===== src/rtl/dtq_pkg.sv =====
// Shared types, constants and helpers of the delayed task queue.
package dtq_pkg;

  localparam int CAPACITY = 16;
  localparam int IDX_W    = (CAPACITY > 1) ? $clog2(CAPACITY) : 1;
  localparam int CNT_W    = $clog2(CAPACITY + 1);
  localparam int TIME_W   = 64;

  // Action codes.
  localparam logic [2:0] ACT_TICK      = 3'd0;
  localparam logic [2:0] ACT_SUBMIT    = 3'd1;
  localparam logic [2:0] ACT_DISPATCH  = 3'd2;
  localparam logic [2:0] ACT_TERMINATE = 3'd3;
  localparam logic [2:0] ACT_STOP      = 3'd4;
  localparam logic [2:0] ACT_REOPEN    = 3'd5;

  // Status codes.
  localparam logic [2:0] ST_ACCEPTED   = 3'd0;
  localparam logic [2:0] ST_REJ_TERM   = 3'd1;
  localparam logic [2:0] ST_REJ_FULL   = 3'd2;
  localparam logic [2:0] ST_DISPATCHED = 3'd3;
  localparam logic [2:0] ST_NONE_DUE   = 3'd4;
  localparam logic [2:0] ST_RAN_IMM    = 3'd5;
  localparam logic [2:0] ST_DONE       = 3'd6;

  // Queue modes.
  localparam logic [2:0] MODE_THREAD_POOL = 3'd1;
  localparam logic [2:0] MODE_MANUAL      = 3'd3;
  localparam logic [2:0] MODE_IMMEDIATE   = 3'd4;

  typedef struct packed {
    logic [2:0]  action;
    logic [15:0] task_tag;
    logic [31:0] delay;
  } in_item_t;

  typedef struct packed {
    logic [2:0]  status;
    logic [15:0] out_tag;
    logic        canceled;
    logic [4:0]  pending;
  } out_item_t;

  typedef struct packed {
    logic [15:0]       tag;
    logic [TIME_W-1:0] due;
  } entry_t;

  localparam int ENTRY_W = $bits(entry_t);

  typedef enum logic [1:0] {
    S_IDLE,
    S_EXEC,
    S_SCAN,
    S_FINISH
  } state_t;

  typedef struct packed {
    logic load;
    logic scan_start;
    logic scan_run;
    logic commit;
  } dtq_cmd_t;

  typedef struct packed {
    logic need_scan;
    logic scan_done;
    logic out_free;
  } dtq_stat_t;

  // Ring slot at a given offset from the head, wrapped at the capacity.
  function automatic logic [IDX_W-1:0] slot_add(input logic [IDX_W-1:0] base,
                                                input logic [CNT_W-1:0] off);
    logic [CNT_W:0] sum;
    sum = (CNT_W+1)'(base) + (CNT_W+1)'(off);
    if (sum >= (CNT_W+1)'(CAPACITY)) begin
      sum = sum - (CNT_W+1)'(CAPACITY);
    end
    return sum[IDX_W-1:0];
  endfunction

endpackage


===== src/rtl/dtq_ram.sv =====
// Generic single-write, single-read RAM with registered read data.
module dtq_ram #(
  parameter int WIDTH = 8,
  parameter int DEPTH = 16
) (
  input  logic                                     clk,
  input  logic                                     we,
  input  logic [((DEPTH > 1) ? $clog2(DEPTH) : 1)-1:0] waddr,
  input  logic [WIDTH-1:0]                         wdata,
  input  logic [((DEPTH > 1) ? $clog2(DEPTH) : 1)-1:0] raddr,
  output logic [WIDTH-1:0]                         rdata
);

  logic [WIDTH-1:0] mem [DEPTH];

  always_ff @(posedge clk) begin
    if (we) begin
      mem[waddr] <= wdata;
    end
    rdata <= mem[raddr];
  end

endmodule


===== src/rtl/dtq_ctrl.sv =====
// Controller state machine sequencing accept, execute, scan and commit.
module dtq_ctrl
  import dtq_pkg::*;
(
  input  logic      clk,
  input  logic      rst,
  input  logic      in_valid,
  output logic      in_ready,
  input  dtq_stat_t stat,
  output dtq_cmd_t  cmd
);

  state_t state, state_next;

  always_ff @(posedge clk) begin
    if (rst) begin
      state <= S_IDLE;
    end else begin
      state <= state_next;
    end
  end

  always_comb begin
    state_next = state;
    unique case (state)
      S_IDLE: begin
        if (in_valid) state_next = S_EXEC;
      end
      S_EXEC: begin
        if (stat.need_scan) state_next = S_SCAN;
        else if (stat.out_free) state_next = S_IDLE;
      end
      S_SCAN: begin
        if (stat.scan_done) state_next = S_FINISH;
      end
      S_FINISH: begin
        if (stat.out_free) state_next = S_IDLE;
      end
      default: state_next = S_IDLE;
    endcase
  end

  always_comb begin
    in_ready = 1'b0;
    cmd      = '0;
    unique case (state)
      S_IDLE: begin
        in_ready = 1'b1;
        cmd.load = in_valid;
      end
      S_EXEC: begin
        if (stat.need_scan) cmd.scan_start = 1'b1;
        else cmd.commit = stat.out_free;
      end
      S_SCAN: begin
        cmd.scan_run = 1'b1;
      end
      S_FINISH: begin
        cmd.commit = stat.out_free;
      end
      default: ;
    endcase
  end

endmodule


===== src/rtl/dtq_datapath.sv =====
// Queue state, task RAM, due-time scan and the output register.
module dtq_datapath
  import dtq_pkg::*;
(
  input  logic       clk,
  input  logic       rst,
  input  dtq_cmd_t   cmd,
  output dtq_stat_t  stat,
  input  in_item_t   in_item,
  input  logic       cfg_we,
  input  logic [2:0] cfg_wdata,
  output logic       out_valid,
  input  logic       out_ready,
  output out_item_t  out_item
);

  // Architectural state.
  logic [2:0]        queue_mode;
  logic [IDX_W-1:0]  head;
  logic [CNT_W-1:0]  held;
  logic [TIME_W-1:0] time_now;
  logic              term;
  logic              canc;

  // Current item.
  in_item_t          item;

  // Scan state.
  logic [CNT_W-1:0]  rd_off;
  logic [CNT_W-1:0]  cmp_off;
  logic              cmp_valid;
  entry_t            head_ent;
  logic              found;
  logic [CNT_W-1:0]  hit_off;
  logic [15:0]       hit_tag;

  // RAM port signals.
  logic                ram_we;
  logic [IDX_W-1:0]    ram_waddr;
  logic [ENTRY_W-1:0]  ram_wdata;
  logic [IDX_W-1:0]    ram_raddr;
  logic [ENTRY_W-1:0]  ram_rdata;
  entry_t              rd_ent;
  entry_t              new_ent;
  logic                hit;

  // Commit values.
  logic [IDX_W-1:0]  head_next;
  logic [CNT_W-1:0]  held_next;
  logic [TIME_W-1:0] time_now_next;
  logic              term_next;
  logic              canc_next;
  out_item_t         result;

  dtq_ram #(
    .WIDTH(ENTRY_W),
    .DEPTH(CAPACITY)
  ) u_ram (
    .clk  (clk),
    .we   (ram_we),
    .waddr(ram_waddr),
    .wdata(ram_wdata),
    .raddr(ram_raddr),
    .rdata(ram_rdata)
  );

  assign rd_ent    = entry_t'(ram_rdata);
  assign ram_raddr = slot_add(head, rd_off);
  assign hit       = term || (rd_ent.due <= time_now);

  assign new_ent.tag = item.task_tag;
  assign new_ent.due = time_now + TIME_W'(item.delay);

  assign stat.need_scan = (item.action == ACT_DISPATCH) && (held != '0);
  assign stat.scan_done = cmp_valid && (hit || (cmp_off == held - CNT_W'(1)));
  assign stat.out_free  = !out_valid || out_ready;

  always_comb begin
    head_next     = head;
    held_next     = held;
    time_now_next = time_now;
    term_next     = term;
    canc_next     = canc;
    ram_we        = 1'b0;
    ram_waddr     = slot_add(head, held);
    ram_wdata     = ENTRY_W'(new_ent);
    result        = '0;
    result.status = ST_ACCEPTED;
    case (item.action)
      ACT_TICK: begin
        time_now_next = time_now + TIME_W'(1);
      end
      ACT_SUBMIT: begin
        if (queue_mode == MODE_IMMEDIATE) begin
          result.status  = ST_RAN_IMM;
          result.out_tag = item.task_tag;
        end else if (term) begin
          result.status = ST_REJ_TERM;
        end else if (held == CNT_W'(CAPACITY)) begin
          result.status = ST_REJ_FULL;
        end else begin
          ram_we    = cmd.commit;
          held_next = held + CNT_W'(1);
        end
      end
      ACT_DISPATCH: begin
        if (found && held != '0) begin
          result.status   = ST_DISPATCHED;
          result.out_tag  = hit_tag;
          result.canceled = canc;
          head_next       = slot_add(head, CNT_W'(1));
          held_next       = held - CNT_W'(1);
          // The due entry moves out; the old head takes its slot.
          if (hit_off != '0) begin
            ram_we    = cmd.commit;
            ram_waddr = slot_add(head, hit_off);
            ram_wdata = ENTRY_W'(head_ent);
          end
        end else begin
          result.status = term ? ST_DONE : ST_NONE_DUE;
        end
      end
      ACT_TERMINATE: begin
        term_next = 1'b1;
        if (queue_mode != MODE_MANUAL) canc_next = 1'b1;
      end
      ACT_STOP: begin
        term_next = 1'b1;
        canc_next = 1'b1;
      end
      ACT_REOPEN: begin
        head_next = '0;
        held_next = '0;
        term_next = 1'b0;
        canc_next = 1'b0;
      end
      default: ;
    endcase
    result.pending = 5'(held_next);
  end

  always_ff @(posedge clk) begin
    if (rst) begin
      queue_mode <= MODE_THREAD_POOL;
      head       <= '0;
      held       <= '0;
      time_now   <= '0;
      term       <= 1'b0;
      canc       <= 1'b0;
      out_valid  <= 1'b0;
      cmp_valid  <= 1'b0;
      found      <= 1'b0;
      rd_off     <= '0;
    end else begin
      if (cfg_we) queue_mode <= cfg_wdata;

      if (cmd.load) found <= 1'b0;

      if (cmd.scan_start) begin
        rd_off    <= '0;
        cmp_valid <= 1'b0;
      end

      // One RAM read per cycle; the compare sees the registered entry addressed in the previous cycle.
      if (cmd.scan_run) begin
        rd_off    <= rd_off + CNT_W'(1);
        cmp_off   <= rd_off;
        cmp_valid <= 1'b1;
        if (cmp_valid) begin
          if (cmp_off == '0) head_ent <= rd_ent;
          if (hit) begin
            found   <= 1'b1;
            hit_off <= cmp_off;
            hit_tag <= rd_ent.tag;
          end
        end
      end

      if (cmd.commit) begin
        head      <= head_next;
        held      <= held_next;
        time_now  <= time_now_next;
        term      <= term_next;
        canc      <= canc_next;
        out_valid <= 1'b1;
      end else if (out_ready) begin
        out_valid <= 1'b0;
      end
    end
  end

  always_ff @(posedge clk) begin
    if (cmd.load) item <= in_item;
    if (cmd.commit) out_item <= result;
  end

endmodule


===== src/rtl/delayed_task_queue.sv =====
// Top level of the delayed task queue: controller and datapath.
//
//   Channel   Direction  Handshake              Beat payload
//   in        input      in_valid / in_ready    in_item  (action, task_tag, delay)
//   out       output     out_valid / out_ready  out_item (status, out_tag, canceled, pending)
//   cfg       input      cfg_we                 cfg_wdata (queue_mode)
//
// Each input beat gives exactly one output beat. Most actions commit their result from
// the execute state that follows acceptance, once the output is free, and the next
// beat is then taken in the idle state. A dispatch with tasks held first scans the task
// RAM from the head, one entry per cycle, until it reads a due task or the last held one.
// One item is in work at a time; the output register lets the next item be
// accepted while a result waits, and a commit waits while the output is full.
// Synchronous reset clears the queue, time and flags and sets queue_mode to 1.
module delayed_task_queue
  import dtq_pkg::*;
(
  input  logic       clk,
  input  logic       rst,
  input  logic       in_valid,
  output logic       in_ready,
  input  in_item_t   in_item,
  output logic       out_valid,
  input  logic       out_ready,
  output out_item_t  out_item,
  input  logic       cfg_we,
  input  logic [2:0] cfg_wdata
);

  dtq_cmd_t  cmd;
  dtq_stat_t stat;

  dtq_ctrl u_ctrl (
    .clk     (clk),
    .rst     (rst),
    .in_valid(in_valid),
    .in_ready(in_ready),
    .stat    (stat),
    .cmd     (cmd)
  );

  dtq_datapath u_dp (
    .clk      (clk),
    .rst      (rst),
    .cmd      (cmd),
    .stat     (stat),
    .in_item  (in_item),
    .cfg_we   (cfg_we),
    .cfg_wdata(cfg_wdata),
    .out_valid(out_valid),
    .out_ready(out_ready),
    .out_item (out_item)
  );

endmodule


===== config.mk =====
export PLATFORM = sky130hd
export DESIGN_NAME = delayed_task_queue
export DESIGN_NICKNAME = d
export VERILOG_FILES = /design/src/rtl/dtq_pkg.sv /design/src/rtl/dtq_ram.sv /design/src/rtl/dtq_ctrl.sv /design/src/rtl/dtq_datapath.sv /design/src/rtl/delayed_task_queue.sv
export SDC_FILE = /design/constraint.sdc
export NUM_CORES = 2
export LEC_CHECK = 0
export ABC_CLOCK_PERIOD_IN_PS = 18850
export BUFFER_PORTS_ARGS = -buffer_cell sky130_fd_sc_hd__buf_2
export CAP_MARGIN = 20
export CORE_ASPECT_RATIO = 0.5
export CORE_MARGIN = 4
export CORE_UTILIZATION = 65
export CTS_CLUSTER_DIAMETER = 80
export DETAILED_ROUTE_END_ITERATION = 16
export GPL_ROUTABILITY_DRIVEN = 0
export MAX_ROUTING_LAYER = met4
export PLACE_DENSITY_LB_ADDON = 0.05
export SYNTH_ARGS = -nofsm -noshare
export SYNTH_HDL_FRONTEND = slang
export SYNTH_SLANG_ARGS = --single-unit
export TNS_END_PERCENT = 5

===== constraint.sdc =====
create_clock -name clk -period 18.85 [get_ports clk]
set_input_delay 4.7125 -clock clk [delete_from_list [all_inputs] [get_ports clk]]
set_output_delay 4.7125 -clock clk [all_outputs]
set_load 0.01 [all_outputs]

==> impl_results.md <==
- Commonest non-fill, non-tap cell in the layout: edfxtp_1
- Gr busiest metal: met2
- Port bufs: 85
- Grt met1 use: 43.70%
- Max Clock Freq: 120.8 MHz
- YS warnings: 0
- Via density: 6.629
- Largest net degree at the start of global routing: 161
- Tmin final: 8.281 ns
- Nature of the critical path endpoint: flop
- HP Class: reg -> reg
- TritonCTS clock tree: done
- WP buf/inv: 3
- Final Hold Vio Count: 0
- Area Growth Syn to Fin: 10.78%
- Crit-path leading delay family: simple AND/OR/NAND/NOR gates
- Final Instance Area: 0.07228 mm²
- Initial core utilization: 66.17%
- Final net count: 4202
- Met3 Use GR: 5.039%
- Initial antenna violation count: 3
- H-tree depth: 4
- Io pins: 86
- Worst-Skew Late Latency: 0.77 ns
- CP cell instances: buf_2 -> nand2b_1 -> nand2_1 -> or2_1 -> a211oi_1 -> o21ai_0 -> clkbuf_2 -> nor2_4 -> buf_4
- Drt first pass iters: 6
- Worst-margin pin slew: 1.168 ns
- CTS Sinks: 1630
- Most used DFF post-synth: edfxtp_1
- Die area: 0.1058 mm²
- Die width: 456.1 µm
- Syn_nets: 4042
- Routed Antenna Nets: 0
- Synth Register Bits: 1630
- Via count: 36270
- Area of the multi-input gates: 0.01720 mm²
- Syn Std Cell Area: 0.06525 mm²
- GR Util met2: 48.15%
- TNS Setup: 0 ns
- Layout cell share with drive strength beyond 1: 18.76%
- Status: completed
- Global-route wire length before repair: 234500 µm
- Leak: 24.55 nW
- Clock skew: 0.02411 ns
- Std-Cell Rows: 81
- CP Class: in -> reg
- # setup viols final: 0
- Sequential share of the synthesized area: 72.44%
- Die H: 232.0 µm
- Post-DP Area: 0.06768 mm²
- Drt wl/cell: 28.75 µm
- Synth cell types: 77
- P per Cell Area: 95.23 mW/mm²
- Setup Fix Bufs, Post-CTS: 0
- Max Buffers Root-to-Sink: 3
- FF/Latch Area: 0.04727 mm²
- # DRC: 0
- Routed WL: 157300 µm
- Detailed placer's ending HPWL: 93410 µm
- Worst IR Drop VDD: 0.08415 mV
- Syn_area_per_cell: 16.87 µm²
- EDFF count, synth: 1462
- GR Overflow Total: 0
- Core ar.: 0.09861 mm²
- Ys async rst share: 0%
- Worst-path clk slew: 0.07 ns
- Critical-path cell with the highest stage delay: buf_4
- Filler Cells Inserted: 5855
- Period utilization: 43.93%
- Cells after Synth: 3868
- Critical Path RT: 19.22 ns
- Inserted Clock Buffers: 136
- Slew margin rel.: 22.13%
- CTS Hold Bufs: 0
- Resize count post-CTS: 0
- Slowest stage delay, CP: 0.96 ns
- Clk root buf: clkbuf_16
- Vias in the first global route: 35800
- DR iter-0 viols: 4661
- Slew Limit Fails: 0
- CP startpoint kind: input port
- Commonest cells after routing, fill and taps aside: edfxtp_1, nand2_1, mux4_2, dfxtp_1, nor2_1
- RSZ-0062 raised after global routing: false
- Worst Path Arrival: 8.65 ns
- All-Layer GR Usage: 31.10%
- Max capacitance violation total: 0
- Crit path max fanout: 57
## per-layer routing
metal / vias up / wire length [µm]
met3: 255 / 13420
met4: 0 / 4462
met1: 18740 / 63330
met5: - / 0
li1: 15410 / -
met2: 1860 / 76100
## registers in the layout, summed over array words and instances (netlist names), 4 cells and up
name	count
u_dp.hit_tag	16
u_dp.cmp_off	5
u_dp.rd_off	5
u_dp.head_ent	80
u_dp.time_now	64
u_dp.item	51
u_dp.hit_off	5
u_dp.head	4
u_dp.u_ram.mem	1280
u_dp.u_ram.rdata	80
u_dp.held	5
u_dp.out_item	25
## cells in the mapped netlist (all sizes together) (91+ instances only)
cell	number	share of area [%]
edfxtp	1462	67
nand2	507	2.9
mux4	320	11
dfxtp	168	5.2
nor2	164	0.94
clkbuf	119	0.68
a21oi	117	0.91
ha	111	2.1
and3	102	0.98
o21ai	101	0.77
xnor2	99	1.3
a31oi	94	0.90
inv	91	0.52
## cell type report
type                       count  area share, %
multi-input combinational   1970          23.79
inverter                      91         0.4726
clock inverter                64         0.9382
sequential                  1630          65.39
clock buffer                 187          5.172
timing repair buffer         199          1.933
antenna                        2       0.006924
tap                         1328          2.299
## stage by stage
step | total power, W | hold slack, ns | setup WS [ns] | instances | util (%)
floorplan | 0.004076 | 0.4037 | 7.577 | 3868 | -
global placement | 0.004127 | 0.4114 | 9.798 | 5196 | 68.57
detailed placement | 0.004132 | 0.4150 | 9.715 | 5202 | 68.63
CTS | 0.006913 | 0.4298 | 10.51 | 5453 | 73.11
global route | 0.007095 | 0.4378 | 10.38 | 5470 | 73.30
finish | 0.006884 | 0.4228 | 10.57 | 5471 | 73.30
## path summary, 6_finish.rpt
check,slack (ns),cells after the start,start,end
setup / recovery,10.57,9,out_ready,u_dp.u_ram.mem[14][64]
hold / removal,0.42,0,u_dp.u_ram.rdata[66],u_dp.head_ent[66]
setup reg to reg,13.13,12,u_dp.held[0],u_dp.u_ram.mem[14][64]
hold reg to reg,0.42,0,u_dp.u_ram.rdata[66],u_dp.head_ent[66]
## report_power, final
group          internal, W  switching (W)  total (W)
logic            0.0000329      0.0000799   0.000113
clock network      0.00153        0.00129    0.00283
registers          0.00393      0.0000134    0.00394
total              0.00550        0.00139    0.00688
## cells by family (layout without fill, tap and decap cells)
group                      after synthesis  after routing  share of synthesized area (%)
DFF                                   1630           1630                          72.44
and+or+nand+nor                        981            981                          6.880
AOI/OAI and AO/OA                      433            433                          4.155
muxes                                  325            325                          11.12
buffers and inverters                  268            541                          1.595
xor gates and xnor gates               116            116                          1.557
adders and majority gates              115            115                          2.251
other                                    0              2                              0
(Power assumes the default switching activity.)
